--- src/rtl/kmc_pkg.sv ---
// kmc_pkg: sizes, command codes and control/status structs for the k-means block.
// Depends on nothing; kmc_datapath, kmc_ctrl and the top level refer to it by scoped names.
`timescale 1ns / 1ps
package kmc_pkg;

    localparam int MAX_PIXELS   = 65536;
    localparam int MAX_CLUSTERS = 8;

    localparam int AW    = (MAX_PIXELS > 1) ? $clog2(MAX_PIXELS) : 1;
    localparam int CNTW  = $clog2(MAX_PIXELS + 1);
    localparam int SUMW  = CNTW + 8;
    localparam int CIW   = (MAX_CLUSTERS > 1) ? $clog2(MAX_CLUSTERS) : 1;
    localparam int KW    = 3;
    localparam int RGBW  = 24;
    localparam int PIXW  = RGBW + KW;
    localparam int DISTW = 18;

    localparam logic [1:0] CMD_SEED  = 2'd0;
    localparam logic [1:0] CMD_TRAIN = 2'd1;
    localparam logic [1:0] CMD_MAP   = 2'd2;

    localparam logic KIND_REPORT = 1'b0;
    localparam logic KIND_MAP    = 1'b1;

    localparam logic REG_NUM_CLUSTERS = 1'b0;
    localparam logic REG_MAX_ITER     = 1'b1;

    typedef struct packed {
        logic            take_seed;
        logic            take_train;
        logic            take_map;
        logic            last;
        logic            pass_start;
        logic            ld_pix;
        logic            srch_step;
        logic            srch_first;
        logic [KW-1:0]   k;
        logic            wb;
        logic [CNTW-1:0] idx;
        logic            div_init;
        logic            div_step;
        logic [2:0]      div_bit;
        logic [1:0]      div_chan;
        logic            div_store;
        logic            cent_wr;
        logic            pass_end;
        logic            emit_rep;
        logic            emit_map;
        logic            finish;
    } t_ctl;

    typedef struct packed {
        logic [3:0]      n;
        logic [CNTW-1:0] pix_cnt;
        logic            stop;
        logic            out_free;
    } t_stat;

endpackage

--- src/rtl/kmc_ctrl.sv ---
// kmc_ctrl: sequencer for load, assign, divide, report and map phases.
// Depends on kmc_pkg; drives kmc_datapath through t_ctl only.
`timescale 1ns / 1ps
module kmc_ctrl (
    input  logic           i_clk,
    input  logic           i_rst_n,
    input  logic           i_in_valid,
    input  logic [1:0]     i_in_cmd,
    input  logic           i_in_last,
    output logic           o_in_ready,
    input  kmc_pkg::t_stat i_stat,
    output kmc_pkg::t_ctl  o_ctl
);
    localparam logic [3:0] S_IDLE  = 4'd0;
    localparam logic [3:0] S_PASS  = 4'd1;
    localparam logic [3:0] S_RD    = 4'd2;
    localparam logic [3:0] S_LD    = 4'd3;
    localparam logic [3:0] S_SRCH  = 4'd4;
    localparam logic [3:0] S_WB    = 4'd5;
    localparam logic [3:0] S_DIVI  = 4'd6;
    localparam logic [3:0] S_DIVS  = 4'd7;
    localparam logic [3:0] S_DIVW  = 4'd8;
    localparam logic [3:0] S_CENT  = 4'd9;
    localparam logic [3:0] S_CHK   = 4'd10;
    localparam logic [3:0] S_REP   = 4'd11;
    localparam logic [3:0] S_MSRCH = 4'd12;
    localparam logic [3:0] S_MOUT  = 4'd13;

    logic [3:0]               r_state, n_state;
    logic [kmc_pkg::KW-1:0]   r_k, n_k;
    logic [kmc_pkg::CNTW-1:0] r_i, n_i;
    logic [2:0]               r_bit, n_bit;
    logic [1:0]               r_chan, n_chan;
    logic                     accept;
    logic                     k_last;

    assign o_in_ready = (r_state == S_IDLE);
    assign accept     = i_in_valid && o_in_ready;
    assign k_last     = ({1'b0, r_k} + 4'd1) == i_stat.n;

    always_comb begin
        n_state = r_state;
        n_k     = r_k;
        n_i     = r_i;
        n_bit   = r_bit;
        n_chan  = r_chan;
        o_ctl   = '0;
        o_ctl.k        = r_k;
        o_ctl.idx      = r_i;
        o_ctl.div_bit  = r_bit;
        o_ctl.div_chan = r_chan;
        o_ctl.last     = i_in_last;
        case (r_state)
            S_IDLE: begin
                if (accept) begin
                    case (i_in_cmd)
                        kmc_pkg::CMD_SEED: o_ctl.take_seed = 1'b1;
                        kmc_pkg::CMD_TRAIN: begin
                            o_ctl.take_train = 1'b1;
                            if (i_in_last) begin
                                n_state = S_PASS;
                            end
                        end
                        kmc_pkg::CMD_MAP: begin
                            o_ctl.take_map = 1'b1;
                            n_k            = '0;
                            n_state        = S_MSRCH;
                        end
                        default: ;
                    endcase
                end
            end
            S_PASS: begin
                o_ctl.pass_start = 1'b1;
                n_i = '0;
                n_k = '0;
                n_chan = '0;
                n_state = (i_stat.pix_cnt == '0) ? S_DIVI : S_RD;
            end
            S_RD: n_state = S_LD;
            S_LD: begin
                o_ctl.ld_pix = 1'b1;
                n_k = '0;
                n_state = S_SRCH;
            end
            S_SRCH: begin
                o_ctl.srch_step  = 1'b1;
                o_ctl.srch_first = (r_k == '0);
                if (k_last) begin
                    n_state = S_WB;
                end else begin
                    n_k = r_k + 3'd1;
                end
            end
            S_WB: begin
                o_ctl.wb = 1'b1;
                if ((r_i + kmc_pkg::CNTW'(1)) == i_stat.pix_cnt) begin
                    n_k = '0;
                    n_chan = '0;
                    n_state = S_DIVI;
                end else begin
                    n_i = r_i + kmc_pkg::CNTW'(1);
                    n_state = S_RD;
                end
            end
            S_DIVI: begin
                o_ctl.div_init = 1'b1;
                n_bit = 3'd7;
                n_state = S_DIVS;
            end
            S_DIVS: begin
                o_ctl.div_step = 1'b1;
                if (r_bit == 3'd0) begin
                    n_state = S_DIVW;
                end else begin
                    n_bit = r_bit - 3'd1;
                end
            end
            S_DIVW: begin
                o_ctl.div_store = 1'b1;
                if (r_chan == 2'd2) begin
                    n_state = S_CENT;
                end else begin
                    n_chan = r_chan + 2'd1;
                    n_state = S_DIVI;
                end
            end
            S_CENT: begin
                o_ctl.cent_wr = 1'b1;
                n_chan = '0;
                if (k_last) begin
                    n_state = S_CHK;
                end else begin
                    n_k = r_k + 3'd1;
                    n_state = S_DIVI;
                end
            end
            S_CHK: begin
                o_ctl.pass_end = 1'b1;
                n_k = '0;
                n_state = i_stat.stop ? S_REP : S_PASS;
            end
            S_REP: begin
                if (i_stat.out_free) begin
                    o_ctl.emit_rep = 1'b1;
                    if (k_last) begin
                        o_ctl.finish = 1'b1;
                        n_state = S_IDLE;
                    end else begin
                        n_k = r_k + 3'd1;
                    end
                end
            end
            S_MSRCH: begin
                o_ctl.srch_step  = 1'b1;
                o_ctl.srch_first = (r_k == '0);
                if (k_last) begin
                    n_state = S_MOUT;
                end else begin
                    n_k = r_k + 3'd1;
                end
            end
            S_MOUT: begin
                if (i_stat.out_free) begin
                    o_ctl.emit_map = 1'b1;
                    n_state = S_IDLE;
                end
            end
            default: n_state = S_IDLE;
        endcase
    end

    always_ff @(posedge i_clk) begin
        if (!i_rst_n) begin
            r_state <= S_IDLE;
            r_k     <= '0;
            r_i     <= '0;
            r_bit   <= '0;
            r_chan  <= '0;
        end else begin
            r_state <= n_state;
            r_k     <= n_k;
            r_i     <= n_i;
            r_bit   <= n_bit;
            r_chan  <= n_chan;
        end
    end

`ifndef SYNTHESIS
    a_k_in_range: assert property (@(posedge i_clk) disable iff (!i_rst_n)
        ((r_state == S_SRCH) || (r_state == S_MSRCH) || (r_state == S_REP))
        |-> ({1'b0, r_k} < i_stat.n))
        else $error("centroid counter past clusters in use");
    a_emit_free: assert property (@(posedge i_clk) disable iff (!i_rst_n)
        (o_ctl.emit_rep || o_ctl.emit_map) |-> i_stat.out_free)
        else $error("result issued into a full output register");
    a_pass_done: assert property (@(posedge i_clk) disable iff (!i_rst_n)
        ((r_state == S_WB) && ((r_i + kmc_pkg::CNTW'(1)) == i_stat.pix_cnt))
        |=> (r_state == S_DIVI))
        else $error("assign pass did not hand over to the update");
`endif
endmodule

--- config.mk ---
export PLATFORM = sky130hd
export DESIGN_NAME = kmc_ctrl
export DESIGN_NICKNAME = d
export VERILOG_FILES = /design/src/rtl/kmc_pkg.sv /design/src/rtl/kmc_ctrl.sv
export SDC_FILE = /design/constraint.sdc
export NUM_CORES = 1
export LEC_CHECK = 0
export ABC_AREA = 1
export ABC_CLOCK_PERIOD_IN_PS = 2700
export BUFFER_PORTS_ARGS = -buffer_cell sky130_fd_sc_hd__clkbuf_2
export CORE_MARGIN = 2
export CORE_UTILIZATION = 36
export DETAILED_ROUTE_END_ITERATION = 7
export GPL_ROUTABILITY_DRIVEN = 0
export PLACE_DENSITY_LB_ADDON = 0.1
export SLEW_MARGIN = 20
export SYNTH_ARGS = -nofsm -noshare
export SYNTH_HDL_FRONTEND = slang
export SYNTH_SLANG_ARGS = --single-unit
export TNS_END_PERCENT = 1
--- constraint.sdc ---
create_clock -name i_clk -period 2.7 [get_ports i_clk]
set_clock_uncertainty 0.15 [all_clocks]
set_input_delay 0.27 -clock i_clk [delete_from_list [all_inputs] [get_ports i_clk]]
set_output_delay 0.27 -clock i_clk [all_outputs]
set_load 0.05 [all_outputs]
==> flow_summary.ini <==
[yosys]
ys_async_sr_fraction = 0
mappedNetlistArea_sq_um = 2610
ys.warnings.count = 0
post_synth_inst_count = 464
dominantRegCellSynth = sky130_fd_sc_hd__dfxtp_1
synth-edff-count = 0
ys_seq_elements = 29
mappedNetlistNets = 499
post_synth_num_cell_types = 38
synth_area_per_cell_sq_um = 5.63
synth_sequential_area_ratio = 0.222

[timing]
rsz0062_at_grt = no
fin_ws_ps = 224
finalCriticalPeriod_ps = 2480
max_slew.worst_pin.slew_ps = 581
fin_setup_tns_ps = 0
hold_slack_final_ps = 149
drv_slew = 0
timing.final.crit_share = 0.917
hold_viol_final = 0
setup_viol = 0
max_freq_ghz = 0.404
slew_headroom = 0.613

[floorplan]
core_region_area_sq_um = 7140
initial_util = 0.366
placementRows = 31
die_y_um = 89.2
boundaryPins = 72
die_area_sq_um = 7960
die_width_um = 89.2

[job]
timing.max_cap.violations = 0

[power_and_ir_drop]
power_leakage_nw = 1.61
power_density_nw_per_um2 = 1060
vdd_ir_drop_max_uv = 544

[clock_network]
ctsRootBufferMaster = sky130_fd_sc_hd__clkbuf_8
post_cts.repair.setup_buffers = 0
clock_latency_ps = 290
tritoncts = done
clkSinkCount = 29
cts_max_level = 2
num_cts_buffers = 5
ctsLongestPathBuffers = 2
clkTransAtPathRegs_ps = 70

[drt]
remaining_drc_errors = 0
drt_wl_total_um = 7850
detail_route.wl_per_cell_um = 12.3
top_layer = met4
routed-wl-met3_um = 435
viasPerCell = 4.88
drtIter0Drc = 177
routed-wl-met2_um = 3860
wl_met1_um = 3430
route.vias.total = 3104
antenna_violating_nets_post_route = 0
drt_pass_1_iters = 5

[layout]
area_growth_pct = 23.0
final_common_cell = sky130_fd_sc_hd__nand2_1
final_nets = 571
insertedDiodeCount = 0
final_layout_size_suffix_gt1_frac = 0.197
n_fill_cell = 829
top_library_cells_by_usage_in_the_layout_fill_and_taps_aside = 134 x sky130_fd_sc_hd__nand2_1, 72 x sky130_fd_sc_hd__nor2_1, 71 x sky130_fd_sc_hd__clkbuf_2

[placed_design]
hpwl_um = 6230
preCtsSetupSlack_ps = 125
placement.io_buffers = 71

[global_route]
wire_length_of_the_first_global_routing_pass_um = 12800
grt_max_degree = 31
gr-total-overflow = 0
grt_pass1_vias = 2803
grt_usage = 0.202
antenna_found_initial = 0

[setup_path]
crit_required_ps = 2280
end_kind = primary output
path_max_fanout = 6
critPathArrivalTime_ps = 2060
timing.critical_path.from_type = register
critPathKind = register to primary output

[worst_hold_path]
min_path_type = primary input to register

[status]
run_status = complete, no violations
where the power goes:
part	switching [mW]	total (mW)	internal (mW)
clock	0.182	0.388	0.206
combinational	1.57	2.22	0.658
sequential	0.216	0.807	0.591
cell families (layout without fill, tap and decap cells):
logic type | Yosys count | count (layout) | share of synthesized area
AND/OR/NAND/NOR | 296 | 296 | 0.489
flip-flops | 29 | 29 | 0.222
buffers and inverters | 76 | 149 | 0.120
AO/OA/AOI/OAI | 50 | 50 | 0.112
adder cells (fa/ha/maj) | 6 | 6 | 0.0287
XOR/XNOR | 7 | 7 | 0.0287
path summary, 6_finish.rpt:
path | start | end | slack [ps] | depth (start not counted)
setup / recovery | r_k[0] | o_ctl[0] | 220 | 7
hold / removal | i_stat[1] | r_state[1] | 150 | 3
setup reg to reg | r_i[0] | r_k[2] | 290 | 17
hold reg to reg | r_bit[2] | r_bit[2] | 350 | 2
critical path, stage by stage (launching register included):
cell	delay (ps)
sky130_fd_sc_hd__dfxtp_1	450
sky130_fd_sc_hd__inv_1	100
sky130_fd_sc_hd__ha_1	330
sky130_fd_sc_hd__xor2_1	170
sky130_fd_sc_hd__nor2_1	80
sky130_fd_sc_hd__nand3_1	200
sky130_fd_sc_hd__nor3_2	150
sky130_fd_sc_hd__clkbuf_2	300
through the flow:
step	power, mW	std cells	utilization	cell area, sq um
after floorplan	2.53	464	-	2630
after global placement	3.00	628	0.431	3080
after detailed placement	3.02	628	0.431	3080
after CTS	3.42	636	0.445	3170
after global routing	3.74	636	0.451	3220
final	3.42	636	0.451	3220
timing repair:
item                                    CTS  global route
hold endpoints to repair                  0             0
gates resized for setup                   0            13
endpoints found under the setup margin    0            20
hold buffers                              0             0
synth_stat cells, types with 2 or more instances:
cell	count	area share
sky130_fd_sc_hd__a21oi_1	30	0.057
sky130_fd_sc_hd__a31oi_1	3	0.0072
sky130_fd_sc_hd__buf_1	2	0.0029
sky130_fd_sc_hd__buf_6	3	0.013
sky130_fd_sc_hd__clkbuf_1	4	0.0057
sky130_fd_sc_hd__dfxtp_1	29	0.22
sky130_fd_sc_hd__ha_1	6	0.029
sky130_fd_sc_hd__inv_1	63	0.090
sky130_fd_sc_hd__nand2_1	136	0.20
sky130_fd_sc_hd__nand2_2	4	0.0096
sky130_fd_sc_hd__nand3_1	51	0.098
sky130_fd_sc_hd__nand3b_1	4	0.011
sky130_fd_sc_hd__nand4_1	10	0.024
sky130_fd_sc_hd__nor2_1	72	0.10
sky130_fd_sc_hd__nor2_2	4	0.0096
sky130_fd_sc_hd__nor2_4	3	0.013
sky130_fd_sc_hd__nor3_1	7	0.013
sky130_fd_sc_hd__nor4_1	3	0.0072
sky130_fd_sc_hd__o21ai_0	4	0.0077
sky130_fd_sc_hd__o22ai_1	4	0.0096
sky130_fd_sc_hd__xnor2_1	2	0.0067
sky130_fd_sc_hd__xor2_1	4	0.013
flip-flops by register name (all words and copies together) (netlist names):
name / flops
r_i: 17
r_state: 4
r_bit: 3
r_k: 3
r_chan: 2
area by class of cell:
class	instances	area, sq um	share of cell area
Inverter	65	244	0.0759
Tap cell	99	124	0.0385
Clock buffer	6	82.6	0.0257
Clock inverter	2	13.8	0.00428
Multi-Input combinational cell	359	1750	0.544
Sequential cell	29	586	0.182
Timing Repair Buffer	76	418	0.130
metal layers:
metal	GRT usage	vias to the layer above
met3	0.0388	13
met4	0.0543	0
met1	0.257	1355
li1	-	1639
met2	0.349	97
met5	0	-
(Power assumes the default switching activity.)
